$ cat src/hw/rtl/gdq_pkg.sv
// ----------------------------------------------------------------------------
// gdq_pkg
// shared widths, stage payload types and calendar tables for the
// gregorian date query pipeline
// ----------------------------------------------------------------------------
package gdq_pkg;

   localparam int YEAR_W    = 14;
   localparam int MONTH_W   = 4;
   localparam int DAY_W     = 5;
   localparam int WDAY_W    = 3;
   localparam int TOYEAR_W  = 9;
   localparam int YY_W      = 15;
   localparam int SUM_W     = 15;
   localparam int Q100Y_W   = 8;
   localparam int Q100YY_W  = 9;
   localparam int Q7_W      = 13;

   // divide by constant through reciprocal multiply
   localparam int RECIP100_W = 13;
   localparam logic [RECIP100_W-1:0] RECIP_100 = 13'd5243;
   localparam int SHIFT_100 = 19;
   localparam int PROD_Y_W  = YEAR_W + RECIP100_W;
   localparam int PROD_YY_W = YY_W + RECIP100_W;

   localparam int RECIP7_W = 15;
   localparam logic [RECIP7_W-1:0] RECIP_7 = 15'd18725;
   localparam int SHIFT_7 = 17;
   localparam int PROD_S_W = SUM_W + RECIP7_W;

   localparam int REQ_DATA_W = 24;
   localparam int RSP_DATA_W = 24;

   localparam logic [MONTH_W-1:0] MONTH_FEB = 4'd2;

   typedef struct packed {
      logic [YEAR_W-1:0]   year;
      logic [MONTH_W-1:0]  month;
      logic [DAY_W-1:0]    day;
      logic [YY_W-1:0]     yy;
      logic [Q100Y_W-1:0]  qy;
      logic [Q100YY_W-1:0] qyy;
   } s1_type;

   typedef struct packed {
      logic [SUM_W-1:0]    sum;
      logic                leap;
      logic                invalid;
      logic [DAY_W-1:0]    to_month;
      logic [TOYEAR_W-1:0] to_year;
   } s2_type;

   typedef struct packed {
      logic [SUM_W-1:0]    sum;
      logic [Q7_W-1:0]     q7;
      logic                leap;
      logic                invalid;
      logic [DAY_W-1:0]    to_month;
      logic [TOYEAR_W-1:0] to_year;
   } s3_type;

   typedef struct packed {
      logic                date_invalid;
      logic                leap_year;
      logic [TOYEAR_W-1:0] days_to_year_end;
      logic [DAY_W-1:0]    days_to_month_end;
      logic [WDAY_W-1:0]   days_to_week_end;
      logic                is_week_last_day;
      logic                is_weekend;
      logic [WDAY_W-1:0]   weekday;
   } res_type;

   function automatic logic [DAY_W-1:0] month_len(input logic [MONTH_W-1:0] month,
                                                  input logic leap);
      logic [DAY_W-1:0] len;
      case (month)
         4'd2:                               len = leap ? 5'd29 : 5'd28;
         4'd4, 4'd6, 4'd9, 4'd11:            len = 5'd30;
         4'd1, 4'd3, 4'd5, 4'd7, 4'd8, 4'd10, 4'd12: len = 5'd31;
         default:                            len = 5'd0;
      endcase
      return len;
   endfunction

   // days in the months before this one, common year
   function automatic logic [TOYEAR_W-1:0] days_before(input logic [MONTH_W-1:0] month);
      logic [TOYEAR_W-1:0] n;
      case (month)
         4'd2:    n = 9'd31;
         4'd3:    n = 9'd59;
         4'd4:    n = 9'd90;
         4'd5:    n = 9'd120;
         4'd6:    n = 9'd151;
         4'd7:    n = 9'd181;
         4'd8:    n = 9'd212;
         4'd9:    n = 9'd243;
         4'd10:   n = 9'd273;
         4'd11:   n = 9'd304;
         4'd12:   n = 9'd334;
         default: n = 9'd0;
      endcase
      return n;
   endfunction

   // floor(31 * shifted month / 12)
   function automatic logic [DAY_W-1:0] month_offset(input logic [MONTH_W-1:0] month);
      logic [DAY_W-1:0] n;
      case (month)
         4'd1:    n = 5'd28;
         4'd2:    n = 5'd31;
         4'd3:    n = 5'd2;
         4'd4:    n = 5'd5;
         4'd5:    n = 5'd7;
         4'd6:    n = 5'd10;
         4'd7:    n = 5'd12;
         4'd8:    n = 5'd15;
         4'd9:    n = 5'd18;
         4'd10:   n = 5'd20;
         4'd11:   n = 5'd23;
         4'd12:   n = 5'd25;
         default: n = 5'd0;
      endcase
      return n;
   endfunction

endpackage

$ cat src/hw/rtl/gdq_prep.sv
// ----------------------------------------------------------------------------
// gdq_prep
// first stage: shifted year and reciprocal multiplies for the divide by 100
// ----------------------------------------------------------------------------
module gdq_prep (
   input  logic                          clock,
   input  logic                          reset,
   input  logic                          in_valid,
   output logic                          in_ready,
   input  logic [gdq_pkg::YEAR_W-1:0]    year,
   input  logic [gdq_pkg::MONTH_W-1:0]   month,
   input  logic [gdq_pkg::DAY_W-1:0]     day,
   output logic                          out_valid,
   input  logic                          out_ready,
   output gdq_pkg::s1_type               out_data
);

   logic                               valid_ff;
   gdq_pkg::s1_type                    data_ff;
   gdq_pkg::s1_type                    data_in;
   logic [gdq_pkg::YY_W-1:0]           yy;
   logic [gdq_pkg::PROD_Y_W-1:0]       prod_y;
   logic [gdq_pkg::PROD_YY_W-1:0]      prod_yy;

   assign in_ready = !valid_ff || out_ready;

   // january and february count with the previous year, plus one 400 year cycle
   assign yy = gdq_pkg::YY_W'(year) + gdq_pkg::YY_W'(400)
             - gdq_pkg::YY_W'(month <= gdq_pkg::MONTH_FEB);

   assign prod_y  = gdq_pkg::PROD_Y_W'(year) * gdq_pkg::PROD_Y_W'(gdq_pkg::RECIP_100);
   assign prod_yy = gdq_pkg::PROD_YY_W'(yy) * gdq_pkg::PROD_YY_W'(gdq_pkg::RECIP_100);

   always_comb begin
      data_in       = data_ff;
      data_in.year  = year;
      data_in.month = month;
      data_in.day   = day;
      data_in.yy    = yy;
      data_in.qy    = prod_y[gdq_pkg::SHIFT_100 +: gdq_pkg::Q100Y_W];
      data_in.qyy   = prod_yy[gdq_pkg::SHIFT_100 +: gdq_pkg::Q100YY_W];
   end

   always_ff @(posedge clock) begin
      if (reset) begin
         valid_ff <= 1'b0;
      end else if (in_ready) begin
         valid_ff <= in_valid;
      end
      if (in_ready && in_valid) begin
         data_ff <= data_in;
      end
   end

   assign out_valid = valid_ff;
   assign out_data  = data_ff;

endmodule

$ cat src/hw/rtl/gdq_cal.sv
// ----------------------------------------------------------------------------
// gdq_cal
// second stage: leap year, range check, month and year end counts and the
// weekday sum before reduction mod 7
// ----------------------------------------------------------------------------
module gdq_cal (
   input  logic                 clock,
   input  logic                 reset,
   input  logic                 in_valid,
   output logic                 in_ready,
   input  gdq_pkg::s1_type      in_data,
   output logic                 out_valid,
   input  logic                 out_ready,
   output gdq_pkg::s2_type      out_data
);

   logic                               valid_ff;
   gdq_pkg::s2_type                    data_ff;
   gdq_pkg::s2_type                    data_in;
   logic [gdq_pkg::YEAR_W-1:0]         hund_y;
   logic                               leap;
   logic [gdq_pkg::DAY_W-1:0]          mlen;
   logic                               invalid;
   logic [gdq_pkg::TOYEAR_W-1:0]       doy;
   logic [gdq_pkg::TOYEAR_W-1:0]       ylen;
   logic [gdq_pkg::SUM_W-1:0]          sum;

   assign in_ready = !valid_ff || out_ready;

   assign hund_y = gdq_pkg::YEAR_W'(in_data.qy) * gdq_pkg::YEAR_W'(100);
   assign leap   = (in_data.year[1:0] == 2'd0)
                && ((in_data.year != hund_y) || (in_data.qy[1:0] == 2'd0));

   assign mlen    = gdq_pkg::month_len(in_data.month, leap);
   assign invalid = (mlen == '0) || (in_data.day == '0) || (in_data.day > mlen);

   assign doy  = gdq_pkg::days_before(in_data.month)
               + gdq_pkg::TOYEAR_W'(in_data.day)
               + gdq_pkg::TOYEAR_W'(leap && (in_data.month > gdq_pkg::MONTH_FEB));
   assign ylen = leap ? 9'd366 : 9'd365;

   assign sum = gdq_pkg::SUM_W'(in_data.day) + in_data.yy + (in_data.yy >> 2)
              - gdq_pkg::SUM_W'(in_data.qyy) + gdq_pkg::SUM_W'(in_data.qyy >> 2)
              + gdq_pkg::SUM_W'(gdq_pkg::month_offset(in_data.month));

   always_comb begin
      data_in          = data_ff;
      data_in.sum      = sum;
      data_in.leap     = leap;
      data_in.invalid  = invalid;
      data_in.to_month = invalid ? '0 : mlen - in_data.day + 5'd1;
      data_in.to_year  = invalid ? '0 : ylen - doy + 9'd1;
   end

   always_ff @(posedge clock) begin
      if (reset) begin
         valid_ff <= 1'b0;
      end else if (in_ready) begin
         valid_ff <= in_valid;
      end
      if (in_ready && in_valid) begin
         data_ff <= data_in;
      end
   end

   assign out_valid = valid_ff;
   assign out_data  = data_ff;

endmodule

$ cat src/hw/rtl/gdq_mod7.sv
// ----------------------------------------------------------------------------
// gdq_mod7
// third and fourth stages: reciprocal multiply for the divide by 7, then the
// remainder, weekday flags and the result register
// ----------------------------------------------------------------------------
module gdq_mod7 (
   input  logic                 clock,
   input  logic                 reset,
   input  logic                 in_valid,
   output logic                 in_ready,
   input  gdq_pkg::s2_type      in_data,
   output logic                 out_valid,
   input  logic                 out_ready,
   output gdq_pkg::res_type     out_data
);

   logic                               c_valid_ff;
   logic                               c_ready;
   gdq_pkg::s3_type                    c_data_ff;
   gdq_pkg::s3_type                    c_data_in;
   logic [gdq_pkg::PROD_S_W-1:0]       prod_s;
   logic                               d_valid_ff;
   logic                               d_ready;
   gdq_pkg::res_type                   d_data_ff;
   gdq_pkg::res_type                   d_data_in;
   logic [gdq_pkg::SUM_W-1:0]          sev_q;
   logic [gdq_pkg::WDAY_W-1:0]         wd;

   assign d_ready  = !d_valid_ff || out_ready;
   assign c_ready  = !c_valid_ff || d_ready;
   assign in_ready = c_ready;

   assign prod_s = gdq_pkg::PROD_S_W'(in_data.sum) * gdq_pkg::PROD_S_W'(gdq_pkg::RECIP_7);

   always_comb begin
      c_data_in          = c_data_ff;
      c_data_in.sum      = in_data.sum;
      c_data_in.q7       = prod_s[gdq_pkg::SHIFT_7 +: gdq_pkg::Q7_W];
      c_data_in.leap     = in_data.leap;
      c_data_in.invalid  = in_data.invalid;
      c_data_in.to_month = in_data.to_month;
      c_data_in.to_year  = in_data.to_year;
   end

   assign sev_q = gdq_pkg::SUM_W'(c_data_ff.q7) * gdq_pkg::SUM_W'(7);
   assign wd    = c_data_ff.invalid ? '0 : gdq_pkg::WDAY_W'(c_data_ff.sum - sev_q);

   always_comb begin
      d_data_in                   = d_data_ff;
      d_data_in.weekday           = wd;
      d_data_in.is_weekend        = !c_data_ff.invalid && ((wd == 3'd5) || (wd == 3'd6));
      d_data_in.is_week_last_day  = !c_data_ff.invalid && (wd == 3'd6);
      d_data_in.days_to_week_end  = c_data_ff.invalid ? '0 : 3'd6 - wd;
      d_data_in.days_to_month_end = c_data_ff.to_month;
      d_data_in.days_to_year_end  = c_data_ff.to_year;
      d_data_in.leap_year         = c_data_ff.leap;
      d_data_in.date_invalid      = c_data_ff.invalid;
   end

   always_ff @(posedge clock) begin
      if (reset) begin
         c_valid_ff <= 1'b0;
         d_valid_ff <= 1'b0;
      end else begin
         if (c_ready) begin
            c_valid_ff <= in_valid;
         end
         if (d_ready) begin
            d_valid_ff <= c_valid_ff;
         end
      end
      if (c_ready && in_valid) begin
         c_data_ff <= c_data_in;
      end
      if (d_ready && c_valid_ff) begin
         d_data_ff <= d_data_in;
      end
   end

   assign out_valid = d_valid_ff;
   assign out_data  = d_data_ff;

endmodule

$ cat src/hw/rtl/gregorian_date_query.sv
// ----------------------------------------------------------------------------
// gregorian_date_query
// day of week, weekend flags, days to week, month and year end and leap year
// for one gregorian date per beat
// ----------------------------------------------------------------------------
// takes one date beat per clock while req_tready is high and returns one
// result beat per date, in order; the four register stages are the input
// stage with the divide-by-100 reciprocal multiplies, the calendar sums,
// the divide-by-7 reciprocal multiply and the result register. the
// pipeline holds up to four beats; a full stage stalls only while the
// stage after it cannot take its beat. a month outside 1 to 12 or a day
// outside the month sets date_invalid and zeroes every field except
// leap_year.
module gregorian_date_query (
   input  logic                              clock,
   input  logic                              reset,
   input  logic                              req_tvalid,
   output logic                              req_tready,
   // year_in[13:0], month_in[17:14], day_in[22:18], zero pad
   input  logic [gdq_pkg::REQ_DATA_W-1:0]    req_tdata,
   output logic                              rsp_tvalid,
   input  logic                              rsp_tready,
   // weekday[2:0], is_weekend[3], is_week_last_day[4], days_to_week_end[7:5],
   // days_to_month_end[12:8], days_to_year_end[21:13], leap_year[22],
   // date_invalid[23]
   output logic [gdq_pkg::RSP_DATA_W-1:0]    rsp_tdata
);

   logic                  s1_valid;
   logic                  s1_ready;
   gdq_pkg::s1_type       s1_data;
   logic                  s2_valid;
   logic                  s2_ready;
   gdq_pkg::s2_type       s2_data;
   gdq_pkg::res_type      res;

   gdq_prep u_prep (
      .clock     (clock),
      .reset     (reset),
      .in_valid  (req_tvalid),
      .in_ready  (req_tready),
      .year      (req_tdata[13:0]),
      .month     (req_tdata[17:14]),
      .day       (req_tdata[22:18]),
      .out_valid (s1_valid),
      .out_ready (s1_ready),
      .out_data  (s1_data)
   );

   gdq_cal u_cal (
      .clock     (clock),
      .reset     (reset),
      .in_valid  (s1_valid),
      .in_ready  (s1_ready),
      .in_data   (s1_data),
      .out_valid (s2_valid),
      .out_ready (s2_ready),
      .out_data  (s2_data)
   );

   gdq_mod7 u_mod7 (
      .clock     (clock),
      .reset     (reset),
      .in_valid  (s2_valid),
      .in_ready  (s2_ready),
      .in_data   (s2_data),
      .out_valid (rsp_tvalid),
      .out_ready (rsp_tready),
      .out_data  (res)
   );

   assign rsp_tdata = res;

   a_week_end_sum: assert property (@(posedge clock) disable iff (reset)
      (rsp_tvalid && !res.date_invalid) |->
         (res.weekday + res.days_to_week_end == 3'd6))
      else $error("weekday and days to week end disagree");

   a_invalid_zero: assert property (@(posedge clock) disable iff (reset)
      (rsp_tvalid && res.date_invalid) |->
         (res.weekday == '0 && res.days_to_month_end == '0
          && res.days_to_year_end == '0 && !res.is_weekend))
      else $error("invalid date with nonzero fields");

   a_counts_order: assert property (@(posedge clock) disable iff (reset)
      (rsp_tvalid && !res.date_invalid) |->
         (res.days_to_month_end != '0
          && res.days_to_year_end >= 9'(res.days_to_month_end)))
      else $error("month end count out of order with year end count");

   a_last_is_weekend: assert property (@(posedge clock) disable iff (reset)
      (rsp_tvalid && res.is_week_last_day) |-> res.is_weekend)
      else $error("saturday not flagged as weekend");

endmodule
$ cat config.mk
export PLATFORM = sky130hd
export DESIGN_NAME = gregorian_date_query
export DESIGN_NICKNAME = d
export VERILOG_FILES = /design/src/hw/rtl/gdq_pkg.sv /design/src/hw/rtl/gdq_prep.sv /design/src/hw/rtl/gdq_cal.sv /design/src/hw/rtl/gdq_mod7.sv /design/src/hw/rtl/gregorian_date_query.sv
export SDC_FILE = /design/constraint.sdc
export NUM_CORES = 1
export LEC_CHECK = 0
export ABC_AREA = 1
export ABC_CLOCK_PERIOD_IN_PS = 18600
export BUFFER_PORTS_ARGS = -buffer_cell sky130_fd_sc_hd__buf_2
export CORE_ASPECT_RATIO = 1.5
export CORE_MARGIN = 4
export CORE_UTILIZATION = 38
export CTS_CLUSTER_DIAMETER = 30
export DETAILED_ROUTE_END_ITERATION = 7
export MAX_ROUTING_LAYER = met4
export PLACE_DENSITY = 0.65
export SLEW_MARGIN = 0
export SYNTH_ARGS = -nofsm -noshare
export SYNTH_HDL_FRONTEND = slang
export SYNTH_SLANG_ARGS = --single-unit
$ cat constraint.sdc
create_clock -name clock -period 18.6 [get_ports clock]
set_clock_uncertainty 0.2 [all_clocks]
set_input_delay 1.86 -clock clock [delete_from_list [all_inputs] [get_ports clock]]
set_output_delay 1.86 -clock clock [all_outputs]
set_load 0.05 [all_outputs]
==> flow_summary.json <==
{
  "cts_tree": "built",
  "cts_hold_buf": 0,
  "cpPeakStageDelay_ps": 610,
  "setup.worst_path.end_class": "flip-flop",
  "postSynthCellCount": 1990,
  "yosys.area.top_type": "ha_1",
  "path_buf_inv": 10,
  "setup_violations": 0,
  "overflow": 0,
  "fmax_mhz": 116,
  "synth_xor_area_share_pct": 3.18,
  "synth_cell_type_count": 40,
  "cts_max_path_buffers": 2,
  "grt_use_met1_pct": 15.5,
  "drt-wirelength-per-cell_microns": 14.7,
  "final_antenna_net_count": 0,
  "ys_warn_count": 0,
  "antenna_found_initial": 0,
  "portBuffers": 52,
  "grt_pass1_vias": 14200,
  "syn_avg_cell_area_sq_um": 9.42,
  "tightest_slew_ps": 1150,
  "nFillCells": 4683,
  "track_usage_pct": 16.2,
  "drt_wl_total_microns": 40100,
  "die_area_sq_um": 53000,
  "area_growth_syn_to_layout_pct": 8.85,
  "maxSlewHeadroom_pct": 23.6,
  "cp-start-kind": "primary input",
  "final_cell_mix": "inv_1 (506), ha_1 (380), nand2_1 (253)",
  "cts_made_buffers": 17,
  "met2_usage_pct": 32.7,
  "via_per_inst": 4.75,
  "nets": 2663,
  "die_w_microns": 189,
  "slew_viol_final": 0,
  "start_util_pct": 38.5,
  "htree_levels": 4,
  "post-route-util_pct": 41.9,
  "synth.net_count": 2594,
  "postCtsSetupBuffers": 0,
  "hold_path.class": "flip-flop to flip-flop",
  "rsz0062_at_grt": "no",
  "dp_hpwl_microns": 35300,
  "yosys-top-cells-area": "ha_1 (25%), edfxtp_1 (21%), fa_1 (21%)",
  "via_count": 13000,
  "core-area_sq_um": 48700,
  "arrival_ps": 8620,
  "root_buffer": "clkbuf_16",
  "place.gp.congestion": 0.935,
  "crit_slowest_cell": "xor2_1",
  "cp_max_fo": 6,
  "synth_top_family_by_area": "adder cells",
  "rows": 99,
  "clock_latency_ps": 440,
  "clk_pin_slew_worst_paths_ps": 80,
  "synthAdderAreaFrac_pct": 46.3,
  "drive_gt1_share_pct": 5.65,
  "pin_count": 54,
  "grt_start_max_net_pins": 57,
  "clock-sinks": 150,
  "drv_cap": 0,
  "synth-simple-area-share_pct": 11.2,
  "syn_area_sq_um": 18700,
  "grt_first_pass_wirelength_microns": 67400,
  "die_y_microns": 280,
  "use_met3_pct": 1.82,
  "insertedDiodeCount": 0,
  "cts.repair.resized": 0,
  "final_common_cell": "inv_1",
  "crit_required_ps": 18590,
  "period_minus_slack_ps": 8630,
  "critPathTopFamily": "adder cells",
  "finalCritPeriodShare_pct": 46.4,
  "ys_ff_latch": 150,
  "synth_mux_area_share_pct": 0,
  "dr.pass1.iters": 5,
  "grt.busiest_layer": "met2",
  "hold_violations": 0,
  "status": "finished clean",
  "drc": 0,
  "synth.top_cell.area_share_pct": 25.4,
  "worstSetupPathType": "primary input to flip-flop",
  "tns_ps": 0,
  "seq_area_frac_synth_pct": 23.1,
  "dr.first_iter.drc_count": 456,
  "synth_compound_area_share_pct": 5.82,
  "cpMostUsedCell": "inv_1"
}
[metrics by stage]
stage                     setup slack (ps)  instances  cell area, sq um  hold WS (ps)
after global routing                  9380       2728             20400           219
final                                 9970       2728             20400           216
after global placement                9380       2696             19800           200
after detailed placement              9360       2696             19800           205
after CTS                             9820       2728             20400           217
after floorplan                      10710       1990             18700           200
[sequential cells by signal, summed over array words and instances, names as in the netlist, named ones only]
register           flops
u_cal.out_data        31
u_cal.out_valid        1
u_mod7.c_data_ff      22
u_mod7.c_valid_ff      1
u_mod7.out_data       24
u_mod7.out_valid       1
u_prep.out_data       55
u_prep.out_valid       1
[cell families after synthesis]
| logic type | count (synthesis) |
|---|---|
| buffers and inverters | 513 |
| adder cells (fa/ha/maj) | 576 |
| AND/OR/NAND/NOR | 493 |
| XOR/XNOR | 66 |
| AO/OA/AOI/OAI | 192 |
| flip-flops | 150 |
[final timing paths]
path | cells after the start | startpoint | slack, ps | to
worst max-delay path | 32 | req_tdata[14] | 9970 | u_prep.out_data[8]
worst min-delay path | 0 | u_mod7.c_data_ff[10] | 220 | u_mod7.out_data[9]
worst min register to register | 0 | u_mod7.c_data_ff[10] | 220 | u_mod7.out_data[9]
worst max register to register | 27 | u_prep.out_data[11] | 12630 | u_cal.out_data[7]
[cells in the mapped netlist]
cell / n
and2_1: 1
a211oi_1: 4
nor2_2: 2
a21o_1: 16
o2111ai_1: 1
a31oi_1: 3
ha_1: 380
inv_2: 4
nand3_1: 69
edfxtp_1: 132
xnor2_1: 29
xor2_4: 1
nand3b_1: 3
buf_8: 1
a22oi_1: 1
buf_6: 1
nor3_1: 21
nor4_1: 2
o21ai_1: 6
o211ai_1: 10
xor2_1: 36
nand2_1: 253
nand2_4: 3
o21bai_1: 3
or2_2: 7
o31ai_1: 2
nand2_2: 6
dfxtp_1: 18
nand3_2: 1
inv_1: 506
o21ai_4: 1
nor2_1: 106
nor2_4: 2
o21ai_2: 4
fa_1: 196
o21a_1: 2
a21oi_1: 89
o21ai_0: 50
buf_2: 1
nand4_1: 17
[layer usage]
layer | part of all wire [%] | up-vias
met5 | 0 | -
met3 | 2.0 | 96
li1 | - | 6473
met2 | 59 | 202
met1 | 36 | 6197
met4 | 3.9 | 0
[cell type report]
type | instances | area [sq um] | share of cell area (%)
Clock buffer | 18 | 439 | 2.15
Clock inverter | 14 | 160 | 0.785
Inverter | 510 | 1910 | 9.38
Multi-Input combinational cell | 1327 | 12500 | 61.1
Sequential cell | 150 | 4320 | 21.2
Tap cell | 656 | 821 | 4.02
Timing Repair Buffer | 53 | 268 | 1.31
Power is not shown: default switching activity piles up to over one toggle a cycle in this logic, so the estimate is an artifact.
